--- config.mk ---
export PLATFORM = sky130hd
export DESIGN_NAME = tpca_ram
export DESIGN_NICKNAME = d
export VERILOG_FILES = /design/src/sv/assert_macros.svh /design/src/sv/tpca_ram.sv
export SDC_FILE = /design/constraint.sdc
export NUM_CORES = 2
export LEC_CHECK = 0
export ABC_CLOCK_PERIOD_IN_PS = 2400
export BUFFER_PORTS_ARGS = -buffer_cell sky130_fd_sc_hd__buf_4
export CAP_MARGIN = 20
export CORE_MARGIN = 2
export CORE_UTILIZATION = 50
export CTS_CLUSTER_SIZE = 8
export DETAILED_ROUTE_END_ITERATION = 16
export GPL_TIMING_DRIVEN = 0
export PLACE_DENSITY = 0.68
export SYNTH_ARGS = -nofsm -noshare
export SYNTH_HDL_FRONTEND = slang
export SYNTH_SLANG_ARGS = --single-unit
--- constraint.sdc ---
create_clock -name clk -period 2.4 [get_ports clk]
set_input_delay 0.36 -clock clk [delete_from_list [all_inputs] [get_ports clk]]
set_output_delay 0.36 -clock clk [all_outputs]
set_load 0.02 [all_outputs]
--- src/sv/assert_macros.svh ---
// ----------------------------------------------------------------------------
// assert_macros.svh
// Concurrent assertion shorthands, clocked on clk, disabled in reset.
// ----------------------------------------------------------------------------
`ifndef ASSERT_MACROS_SVH
`define ASSERT_MACROS_SVH

// same-cycle implication
`define ASSERT_IMP(lbl, ante, cons, msg) \
  lbl: assert property (@(posedge clk) disable iff (!rst_n) (ante) |-> (cons)) \
    else $error(msg);

// next-cycle implication
`define ASSERT_NXT(lbl, ante, cons, msg) \
  lbl: assert property (@(posedge clk) disable iff (!rst_n) (ante) |=> (cons)) \
    else $error(msg);

`endif

--- src/sv/tpca_ram.sv ---
`default_nettype none
// ----------------------------------------------------------------------------
// tpca_ram
// Simple dual-port RAM, one write and one registered read port.
// ----------------------------------------------------------------------------
module tpca_ram #(
  parameter int WIDTH = 8,
  parameter int DEPTH = 256
) (
  input  wire logic                     clk,
  input  wire logic                     we,
  input  wire logic [$clog2(DEPTH)-1:0] waddr,
  input  wire logic [WIDTH-1:0]         wdata,
  input  wire logic [$clog2(DEPTH)-1:0] raddr,
  output logic      [WIDTH-1:0]         rdata
);

  logic [WIDTH-1:0] mem [DEPTH];
  logic [WIDTH-1:0] rdata_r;

  always_ff @(posedge clk) begin
    if (we) begin
      mem[waddr] <= wdata;
    end
    rdata_r <= mem[raddr];
  end

  assign rdata = rdata_r;

endmodule
`default_nettype wire

Word-level counts from Yosys, hierarchy flattened
Memory sizes are Yosys's and may differ from the RTL's. A register that Yosys moved wholly into a read port is not among the register bits.
Cells that the tools add are included.
Storage, ports and cells
  register bits: 0
  RAM bits: 2048
  output and inout port bits: 8
  memories: 1
Cells by class
  mux-type cells: 2
Memories
  mem: words 256, bits a word 8, read ports 1, clocked after memory_dff 1, wr ports 1, line tpca_ram.sv:18  | logic [WIDTH-1:0] mem [DEPTH];
Operators by type and width (number)
  2-to-1 mux 1 bit: 2

Longest topological paths before layout
  depth in word-level cells: 2
  mapped depth: 11

Least setup slack after synthesis
Ideal clock, no wire load.
  path type: input to register
  from: input port raddr[0]
  to: register rdata_r[2], in the netlist rdata[2], read port of mem
  data arrival time: 2.167 ns
  slack: 0.102 ns
  cell stages on the path: 9
  path through: buf_6 -> buf_12 -> buf_8 -> buf_2 -> mux4_2 -> a22oi_1 -> a21oi_1 -> nor4_1 -> nor4_2
RTL lines
  start: declaration: line tpca_ram.sv:14  | input wire logic [$clog2(DEPTH)-1:0] raddr,
  end: declaration: line tpca_ram.sv:19  | logic [WIDTH-1:0] rdata_r;

==> impl_metrics.py <==
metrics = {
    "outcome": {
        "status": "finished with violations",
        "failed_checks": "hold timing, setup timing",
    },
    "timing": {
        "max_freq_ghz": 0.388,
        "setup_viol": 127,
        "grt_setup_unrepaired": "true",
        "final_max_slew_viol_count": 0,
        "fin_ws_ns": -0.180,
        "fin_skew_ns": 0.0600,
        "fin_setup_tns_ns": -8.89,
        "hold_violations": 2,
        "worst_pin_slew_ns": 1.40,
        "fin_crit_ns": 2.58,
        "maxSlewHeadroom_pct": 6.81,
        "hold_ws_ns": -0.0206,
        "finalCritPeriodShare_pct": 107,
    },
    "min_path": {
        "whs_path_depth": 1,
        "hp-class": "in -> reg",
        "hold_start": "wdata[5]",
        "min_to": "mem[82][5]$_DFFE_PP_",
    },
    "route": {
        "firstDrtPassIters": 9,
        "vias_per_cell": 6.84,
        "drt_wl_total_mm": 238,
        "vias": 42700,
        "post-route-drc-count": 0,
        "ant_nets": 0,
        "wl_per_cell_um": 38.2,
        "drt_iter0_markers": 6775,
    },
    "final_layout": {
        "fin_cells": 6242,
        "area_growth_pct": 17.5,
        "layout.nets": 4153,
        "drive_gt1_share_pct": 31.9,
        "final_cell_area_mm2": 0.0935,
        "nFillCells": 11000,
    },
    "die": {
        "core_mm2": 0.158,
        "io_pins": 34,
        "die_w_um": 403,
        "initial_core_util_pct": 50.3,
        "die_area_mm2": 0.162,
        "rows": 146,
        "dieHeight_um": 403,
    },
    "clock_tree": {
        "clkTransAtPathRegs_ns": 0.05,
        "cts_made_buffers": 307,
        "clockBufferDepth": 4,
        "root_buffer": "clkbuf_16",
        "clk_latency_ns": 0.92,
        "clock_sinks": 2056,
        "cts_tree": "done",
        "htreeDepth": 5,
    },
    "logic_synthesis": {
        "seq_area_frac_synth_pct": 77.5,
        "synth_warnings": 0,
        "synth.area.top_cells": "edfxtp_1, mux4_2, mux2i_1, nor2_1, a22oi_1",
        "synth-edff-count": 2048,
        "synth_flop_cell": "edfxtp_1",
        "post-synth-top-area-cell": "edfxtp_1",
        "synthCells": 3733,
        "yosysUniqueCellTypes": 55,
        "ys_async_sr_fraction_pct": 0,
        "ys_ff_latch": 2056,
        "yosys.area.top_type_share_pct": 77.3,
        "avgSynthCellArea_um2": 21.3,
        "syn_area_mm2": 0.0796,
        "syn_nets": 3759,
    },
    "critical_path": {
        "cp_data_required_time_ns": 3.12,
        "startpoint_type": "input pin",
        "r2r_slack_ns": -0.13,
        "crit_path_max_fanout": 10,
        "crit_path_end_kind": "flop",
        "cp_cell_sequence": "buf_4, buf_4, clkbuf_2, or2_2, buf_1, a21oi_1, nor4_4, buf_2, nor4_4",
        "path_buf_inv": 5,
        "crit_start": "raddr[4]",
        "critical_path_class": "in -> reg",
        "slowest_delay_ns": 0.82,
        "cp_slowest_cell": "buf_1",
        "r2r_cells": 6,
        "crit_arrival_ns": 3.30,
        "r2r_start": "mem[27][5]$_DFFE_PP_",
        "crit_family": "buffers and inverters",
        "r2r-end": "rdata[5]$_DFF_P_",
    },
    "power_and_ir_drop": {
        "power_frac_seq_pct": 48.7,
        "pwr-share-clk_pct": 45.5,
        "power.switching_w": 0.0174,
        "p_comb_share_pct": 5.8,
        "power_density_mw_per_mm2": 873,
        "switching_share_pct": 21.4,
        "p_leak_nw": 29.0,
        "ir_worst_vdd_uv": 778,
        "power.internal_w": 0.0641,
    },
    "global_route": {
        "grt_pass1_wl_mm": 326,
        "grt_max_degree": 154,
        "grt_pass1_vias": 41500,
        "grt.total_usage_pct": 29.3,
        "antenna_found_initial": 13,
        "globalRoute.totalOverflow": 0,
    },
    "place": {
        "gp_congestion": 0.995,
        "place_inst": 5869,
        "placed_cell_area_mm2": 0.0830,
        "port_buffers": 26,
        "dp_hpwl_mm": 157,
        "dp_slack_ns": -2.45,
    },
    "flow_run": {
        "maxCapViolations": 0,
    },
}
how the worst max path moves through the flow:
| stage | slack (ns) | depth (start not counted) | end |
|---|---|---|---|
| floorplan | 0.10 | 9 | rdata[2]$_DFF_P_ |
| global placement | -3.06 | 9 | rdata[5]$_DFF_P_ |
| detailed placement | -2.45 | 8 | rdata[1]$_DFF_P_ |
| CTS | -0.26 | 6 | mem[88][1]$_DFFE_PP_ |
| global route | -0.12 | 11 | rdata[5]$_DFF_P_ |
| finish | -0.18 | 9 | rdata[2]$_DFF_P_ |
kinds of logic (layout without fill, tap and decap cells):
| family | count (synthesis) | after routing | synth area share [%] |
|---|---|---|---|
| and+or+nand+nor | 466 | 466 | 2.63 |
| buffers and inverters | 235 | 670 | 1.83 |
| muxes | 591 | 591 | 14.6 |
| DFF | 2056 | 2056 | 77.5 |
| other | 0 | 2 | 0 |
| AOI/OAI and AO/OA | 385 | 385 | 3.42 |
per-stage QoR:
| step | util [%] | power (W) |
|---|---|---|
| after floorplan | - | 0.0423 |
| after global routing | 59.1 | 0.0830 |
| after detailed placement | 52.5 | 0.0446 |
| final | 59.1 | 0.0816 |
| after global placement | 52.1 | 0.0444 |
| after CTS | 58.5 | 0.0813 |
synthesized netlist by cell type (13+ instances only):
master    number
edfxtp_1    2048
mux4_2       454
nor2_1       282
mux2i_1      134
a22oi_1      133
clkbuf_1     111
a21oi_1       96
o221ai_1      46
nand3_1       34
nand2_1       33
buf_2         31
nor2b_1       31
o22ai_1       28
buf_4         27
nor4_1        24
buf_1         22
nor3_1        22
buf_6         21
a211oi_1      16
a221oi_1      13
buf_8         13
registers in the layout (all words and copies together) (netlist names):
| signal | cells |
|---|---|
| mem | 2048 |
| rdata | 8 |
layout make-up:
| class | count | area [um2] | area share, % |
|---|---|---|---|
| well taps | 2072 | 2590 | 2.77 |
| multi-input cells | 1442 | 18200 | 19.5 |
| repair buffers | 89 | 1100 | 1.18 |
| inverters | 2 | 11.3 | 0.0120 |
| plain buffers | 229 | 1870 | 2.00 |
| clock inverters | 8 | 56.3 | 0.0602 |
| diodes | 2 | 5.00 | 0.00536 |
| flip-flops and latches | 2056 | 61700 | 66.0 |
| clock buffers | 342 | 7940 | 8.50 |
worst register-to-register path, cell delays in order, from the launching register on:
cell      delay (ns)
edfxtp_1        0.38
mux4_2          0.53
a22o_1          0.30
a221oi_4        0.33
o221ai_2        0.19
a211oi_4        0.45
nor4_4          0.17
placed cells by master (no fill, tap or decap), types with 29 or more instances in the layout:
| cell | count |
|---|---|
| clkbuf_4 | 32 |
| clkbuf_2 | 39 |
| clkbuf_16 | 313 |
| buf_8 | 36 |
| mux2i_1 | 132 |
| a22oi_1 | 129 |
| nor2_2 | 84 |
| nand3_1 | 29 |
| mux4_2 | 454 |
| clkbuf_1 | 61 |
| a21oi_1 | 76 |
| nor2_1 | 114 |
| buf_2 | 33 |
| o221ai_1 | 43 |
| edfxtp_1 | 2048 |
| nor2_4 | 84 |
| buf_6 | 29 |
| nand2_1 | 31 |
| buf_4 | 71 |
power by group through the flow:
stage,Combinational (W),Sequential (W),Clock [W]
6_report,0.00476,0.0397,0.0371
2_1_floorplan,0.00192,0.0404,0
3_5_place_dp,0.00420,0.0404,0
5_1_grt,0.00482,0.0397,0.0385
3_3_place_gp,0.00400,0.0404,0
4_1_cts,0.00447,0.0397,0.0371
what timing repair did:
| action | 4_1_cts | 5_1_grt |
|---|---|---|
| buffers inserted | 2 | 16 |
| endpoints found under the setup margin | 1288 | 1282 |
| resized for setup | 415 | 208 |
| pin swaps | 9 | 27 |
| hold buffers | 6 | 0 |
| endpoints found under the hold margin | 196 | 0 |
routing by layer:
layer  global-route usage (%)  up-vias  wire (um)
met5                        0        -         92
met4                     15.5       12      13700
met3                     10.0      674      32600
met2                     42.5     3278     106000
met1                     39.5    22300      86300
li1                         -    16400          -
Note: power is estimated with default switching activity, not from simulation.
