===== src/sv/assert_macros.svh =====
// ----------------------------------------------------------------------------
// assert_macros.svh
// Concurrent assertion shorthands, clocked on clk, disabled in reset.
// ----------------------------------------------------------------------------
`ifndef ASSERT_MACROS_SVH
`define ASSERT_MACROS_SVH

// same-cycle implication
`define ASSERT_IMP(lbl, ante, cons, msg) \
  lbl: assert property (@(posedge clk) disable iff (!rst_n) (ante) |-> (cons)) \
    else $error(msg);

// next-cycle implication
`define ASSERT_NXT(lbl, ante, cons, msg) \
  lbl: assert property (@(posedge clk) disable iff (!rst_n) (ante) |=> (cons)) \
    else $error(msg);

`endif


===== src/sv/tpca_pkg.sv =====
`default_nettype none
// ----------------------------------------------------------------------------
// tpca_pkg
// Shared constants and types of the token pair counter.
// ----------------------------------------------------------------------------
package tpca_pkg;

  localparam int TOKEN_BITS  = 8;
  localparam int COUNT_BITS  = 20;
  localparam int PAIR_BITS   = 2 * TOKEN_BITS;
  localparam int PAIR_DEPTH  = 1 << PAIR_BITS;
  localparam int EPOCH_BITS  = 8;

  localparam int IN_TOKEN_W  = 8;
  localparam int OUT_TOKEN_W = 8;
  localparam int OUT_COUNT_W = 20;
  localparam int MERGE_MIN   = 2;

  localparam int OUTQ_DEPTH    = 4;
  localparam int OUTQ_PTR_BITS = $clog2(OUTQ_DEPTH);
  localparam int OUTQ_CNT_BITS = $clog2(OUTQ_DEPTH + 1);

  localparam logic [COUNT_BITS-1:0] COUNT_MAX   = {COUNT_BITS{1'b1}};
  localparam logic [EPOCH_BITS-1:0] EPOCH_FIRST = EPOCH_BITS'(1);
  localparam logic [EPOCH_BITS-1:0] EPOCH_LAST  = {EPOCH_BITS{1'b1}};

  typedef enum logic {
    ST_SWEEP,
    ST_RUN
  } tpca_state_t;

  typedef struct packed {
    logic [EPOCH_BITS-1:0] tag;
    logic [COUNT_BITS-1:0] cnt;
  } tpca_word_t;

  typedef struct packed {
    logic                   worth_merging;
    logic [OUT_COUNT_W-1:0] best_count;
    logic [OUT_TOKEN_W-1:0] best_second;
    logic [OUT_TOKEN_W-1:0] best_first;
    logic                   found;
  } tpca_result_t;

endpackage
`default_nettype wire


===== src/sv/tpca_outq.sv =====
`default_nettype none
// ----------------------------------------------------------------------------
// tpca_outq
// Small result queue between the count pipeline and the output channel.
// ----------------------------------------------------------------------------
`include "assert_macros.svh"

module tpca_outq
  import tpca_pkg::*;
(
  input  wire logic                     clk,
  input  wire logic                     rst_n,
  input  wire logic                     push,
  input  wire tpca_result_t             push_data,
  input  wire logic                     pop,
  output logic                          q_valid,
  output tpca_result_t                  q_data,
  output logic      [OUTQ_CNT_BITS-1:0] q_count
);

  tpca_result_t             slot_r [OUTQ_DEPTH];
  logic [OUTQ_PTR_BITS-1:0] wptr_r, wptr_nxt;
  logic [OUTQ_PTR_BITS-1:0] rptr_r, rptr_nxt;
  logic [OUTQ_CNT_BITS-1:0] cnt_r, cnt_nxt;
  logic                     do_pop;

  assign do_pop = pop && (cnt_r != '0);

  always_comb begin
    wptr_nxt = push   ? wptr_r + 1'b1 : wptr_r;
    rptr_nxt = do_pop ? rptr_r + 1'b1 : rptr_r;
    cnt_nxt  = cnt_r + OUTQ_CNT_BITS'(push) - OUTQ_CNT_BITS'(do_pop);
  end

  always_ff @(posedge clk) begin
    if (!rst_n) begin
      wptr_r <= '0;
      rptr_r <= '0;
      cnt_r  <= '0;
    end else begin
      wptr_r <= wptr_nxt;
      rptr_r <= rptr_nxt;
      cnt_r  <= cnt_nxt;
    end
  end

  always_ff @(posedge clk) begin
    if (push) begin
      slot_r[wptr_r] <= push_data;
    end
  end

  assign q_valid = (cnt_r != '0);
  assign q_data  = slot_r[rptr_r];
  assign q_count = cnt_r;

  `ASSERT_IMP(a_no_overflow, push, cnt_r != OUTQ_CNT_BITS'(OUTQ_DEPTH) || do_pop,
              "result queue overflow")

endmodule
`default_nettype wire


===== config.mk =====
export PLATFORM = sky130hd
export DESIGN_NAME = tpca_outq
export DESIGN_NICKNAME = d
export VERILOG_FILES = /design/src/sv/tpca_pkg.sv /design/src/sv/tpca_outq.sv
export VERILOG_INCLUDE_DIRS = /design/src /design/src/sv
export SDC_FILE = /design/constraint.sdc
export NUM_CORES = 1
export LEC_CHECK = 0
export BUFFER_PORTS_ARGS = -buffer_cell sky130_fd_sc_hd__buf_2
export CAP_MARGIN = 10
export CELL_PAD_IN_SITES_DETAIL_PLACEMENT = 1
export CELL_PAD_IN_SITES_GLOBAL_PLACEMENT = 2
export CORE_UTILIZATION = 48
export DETAILED_ROUTE_END_ITERATION = 7
export PLACE_DENSITY = 0.82
export SYNTH_ARGS = -nofsm -noshare
export SYNTH_HDL_FRONTEND = slang
export SYNTH_SLANG_ARGS = --single-unit

===== constraint.sdc =====
create_clock -name clk -period 3.8 [get_ports clk]
set_input_delay 0.76 -clock clk [delete_from_list [all_inputs] [get_ports clk]]
set_output_delay 0.76 -clock clk [all_outputs]
set_load 0.02 [all_outputs]

# == Word-level counts from Yosys, hierarchy flattened ==
# Memories as Yosys holds them, arrays and structs flattened. A register that Yosys moved wholly into a read port is not among the register bits.
# Index checks and enable logic that the tools add are counted.
# totals
regBits,7
mem_bits_rw,152
inputBits,42
elab_cells,14
mem_count,1
# memory_table
memory,words,word_bits,rd,rd_clocked_by_memory_dff,wr,line,rtl
slot_r,4,38,1,1,1,tpca_outq.sv:21,tpca_result_t slot_r [OUTQ_DEPTH];
# op_classes
add_sub_neg,4
mux,4
n_reduce_logical,2
# op_table
operator,count
$add A2 B1 Y2 const B,2
$mux W2,2
$add A3 B1 Y3,1
$reduce_bool A3 Y1,1
$sub A3 B1 Y3,1
$mux W1,2
$logic_and A1 B1 Y1,1

# == Longest topological paths before layout ==
# logic_depth
ltp_word,4
mapped_depth,7
depth_no_buf,7

# == Worst setup path after synthesis ==
# Ideal clock, no wire load.
# synth_timing
path_type,in2reg
start,in pop
end,"reg cnt_r[2], in the netlist q_count[2]"
setup_ps,115
arrival_time_ps,2044
required_ps,3685
slack_ps,1641
cell_stages,7
path_cell_list,o31a_1 ha_1 inv_1 ha_1 fa_1 xnor3_1 and2_1
# synth_between
elab_chain_len,2
# synth_lines
item,line,rtl
start: declaration,tpca_outq.sv:15,"input wire logic pop,"
$logic_and A1 B1 Y1,tpca_outq.sv:27,assign do_pop = pop && (cnt_r != '0);
$sub A3 B1 Y3,tpca_outq.sv:32,cnt_nxt = cnt_r + OUTQ_CNT_BITS'(push) - OUTQ_CNT_BITS'(do_pop);
end signal: assignment,tpca_outq.sv:43,cnt_r <= cnt_nxt;
end: declaration,tpca_outq.sv:24,"logic [OUTQ_CNT_BITS-1:0] cnt_r, cnt_nxt;"
# Every way passes these cells.
# A chain may end at the register's enable or synchronous reset.

==> out/results.ini <==
[cells_and_area]
layout_commonest_cell=edfxtp_1
nets=388
diodes=0
area_growth_pct=21.4
final_cells=520
mostFrequentLayoutCells=edfxtp_1 (152), buf_2 (83), mux4_2 (38), clkbuf_16 (17), dfxtp_1 (7)
drive_above_1_share=0.457

[timing]
hold-worst-slack_ns=0.480
fmaxAchievable_mhz=336
rsz0062_at_grt=false
fin_skew_ns=0.00476
tightestPinTransition_ns=1.06
timing.final.crit_share=0.784
fin_crit_ns=2.98
slew_headroom=0.292
finalHoldViolCount=0
setup_tns_ns=0
drv_slew=0
final-setup-viol-count=0

[logic_synthesis]
synth_top_area_cell=edfxtp_1
synth_fp_nets=291
synth_top_family_by_area=multiplexers
syn_avg_cell_area_um2=24.7
synth-seq-area-share=0.795
syn_inst=242
synthDistinctLibCells=21
synth_area_leaders=edfxtp_1 (76%), mux4_2 (14%), dfxtp_1 (3.0%)
synthMuxAreaShare=0.150
yosys.area_share.adder=0.0159
syn_area_um2=5970
ys_warn_count=0
yosys.area_share.simple=0.0138
synth_compound_area_frac=0.00294
synth_top_area_share=0.765
ys_ff_latch=161
synthXorXnorAreaFrac=0.00524

[grt]
grt_max_degree=39
grt_pass1_vias=3017
grt_overflow=0
antenna_found_initial=0
grt_pass1_wl_mm=16.9
track_usage=0.185

[clock_tree]
cts_max_path_buffers=2
ctsResizeCount=0
clkTransAtPathRegs_ns=0.06
postCtsSetupBuffers=0
clockRootBuffer=clkbuf_16
cts_made_buffers=17
tritoncts=built
cts_hold_buf=0
clkSinkCount=161
htreeDepth=4
clock_latency_ns=0.41

[setup_path]
start_kind=register
crit_fanout=22
slowest_stage=dfxtp_2
critical_path.endpoint_type=output port
path_cells=buf_12, mux4_2, buf_2
worstSetupPathType=register to output port
required_ns=3.04
cp.arrival_ns=2.22
cpPeakStageDelay_ns=0.76

[power]
clock_power_share=0.391
p_switching_mw=1.19
intPower_mw=3.76
switching_share=0.241
ir_worst_vdd_mv=0.316
pwr-share-seq=0.434
p_leak_nw=2.51
pwr-share-comb=0.175
powerDensity_nw_per_um2=684

[routing]
vias_per_cell=5.14
wl_per_cell_um=20.5
first_pass_iters=4
vias=2672
ant_nets=0
first_iter_violations=146
wirelength_mm=10.7
drc_errors=0

[die]
die_x_um=113
die_area_um2=12900
core_um2=12100
fp.dieH_um=113
row_count=40
ios=84
start_util=0.495

[placement]
place_congestion=0.684
place_inst=488
io_buffers=83
hpwl_mm=6.39

[min_path]
worstHoldPathType=register to register

[status]
status=completed

[flow_run]
cap_violations=0

cell usage after synthesis:
master	number
and2_1	8
buf_12	2
buf_2	3
buf_4	1
buf_6	1
clkbuf_1	1
dfxtp_1	9
edfxtp_1	152
fa_1	1
ha_1	6
inv_1	6
mux2i_1	4
mux4_2	38
nand2_1	2
nand2b_1	2
nor2b_1	1
o311ai_0	1
o31a_1	1
or3_1	1
xnor3_1	1
xor2_1	1
metal layers:
| layer | vias up | GRT usage | wire (um) | part of all wire |
|---|---|---|---|---|
| met5 | - | 0 | 0 | 0 |
| met4 | 0 | 0.0868 | 154 | 0.014 |
| met3 | 11 | 0.0462 | 389 | 0.036 |
| met2 | 66 | 0.306 | 5430 | 0.51 |
| met1 | 1393 | 0.232 | 4710 | 0.44 |
| li1 | 1202 | - | - | - |
final timing paths:
kind	start	endpoint	slack [ns]	cells after the start
setup / recovery	register	q_data[18]	0.82	3
hold / removal	rptr_r[1]$_SDFFE_PN0P_	register	0.48	2
setup reg to reg	q_count[1]$_SDFF_PN0_	q_count[2]$_SDFF_PN0_	1.70	7
hold reg to reg	rptr_r[1]$_SDFFE_PN0P_	register	0.48	2
per-stage QoR:
step,power (mW),utilization,setup slack (ns),area (um^2)
global placement,3.05,0.544,1.20,6560
detailed placement,3.07,0.544,1.20,6560
CTS,5.02,0.601,0.742,7240
floorplan,2.81,-,1.64,5970
global route,5.13,0.601,0.666,7240
finish,4.95,0.601,0.822,7240
power groups by stage:
| stage | clock network (mW) | registers (mW) | logic, mW |
|---|---|---|---|
| final | 1.94 | 2.15 | 0.869 |
| after CTS | 1.97 | 2.15 | 0.889 |
| after floorplan | 0 | 2.13 | 0.678 |
| after detailed placement | 0 | 2.19 | 0.884 |
| after global routing | 2.03 | 2.16 | 0.937 |
| after global placement | 0 | 2.18 | 0.866 |
final cells by class:
cell class,instances,area (um^2)
repair buffers,86,450
clock buffers,22,484
multi-input cells,67,1130
flip-flops and latches,161,4750
clock inverters,10,203
well taps,168,210
inverters,6,22.5
fillers,1009,4820
logic make-up (layout without fill, tap and decap cells):
kind of cell,Yosys count,after routing
AND/OR/NAND/NOR,14,14
AO/OA/AOI/OAI,2,2
XOR/XNOR,2,2
buffers and inverters,14,124
multiplexers,42,42
adder cells (fa/ha/maj),7,7
flip-flops,161,161
state kept, by name, indices dropped and copies added, names as in the netlist, named ones only:
register and cells:
slot_r 152, rptr_r 2, wptr_r 2, q_count 3
worst max-delay path: cells and delay by family, from the launching register on:
| family | cells | cell delay (ns) |
|---|---|---|
| multiplexers | 1 | 0.56 |
| flip-flops | 1 | 0.76 |
| buffers and inverters | 2 | 0.48 |
(Power assumes the default switching activity.)
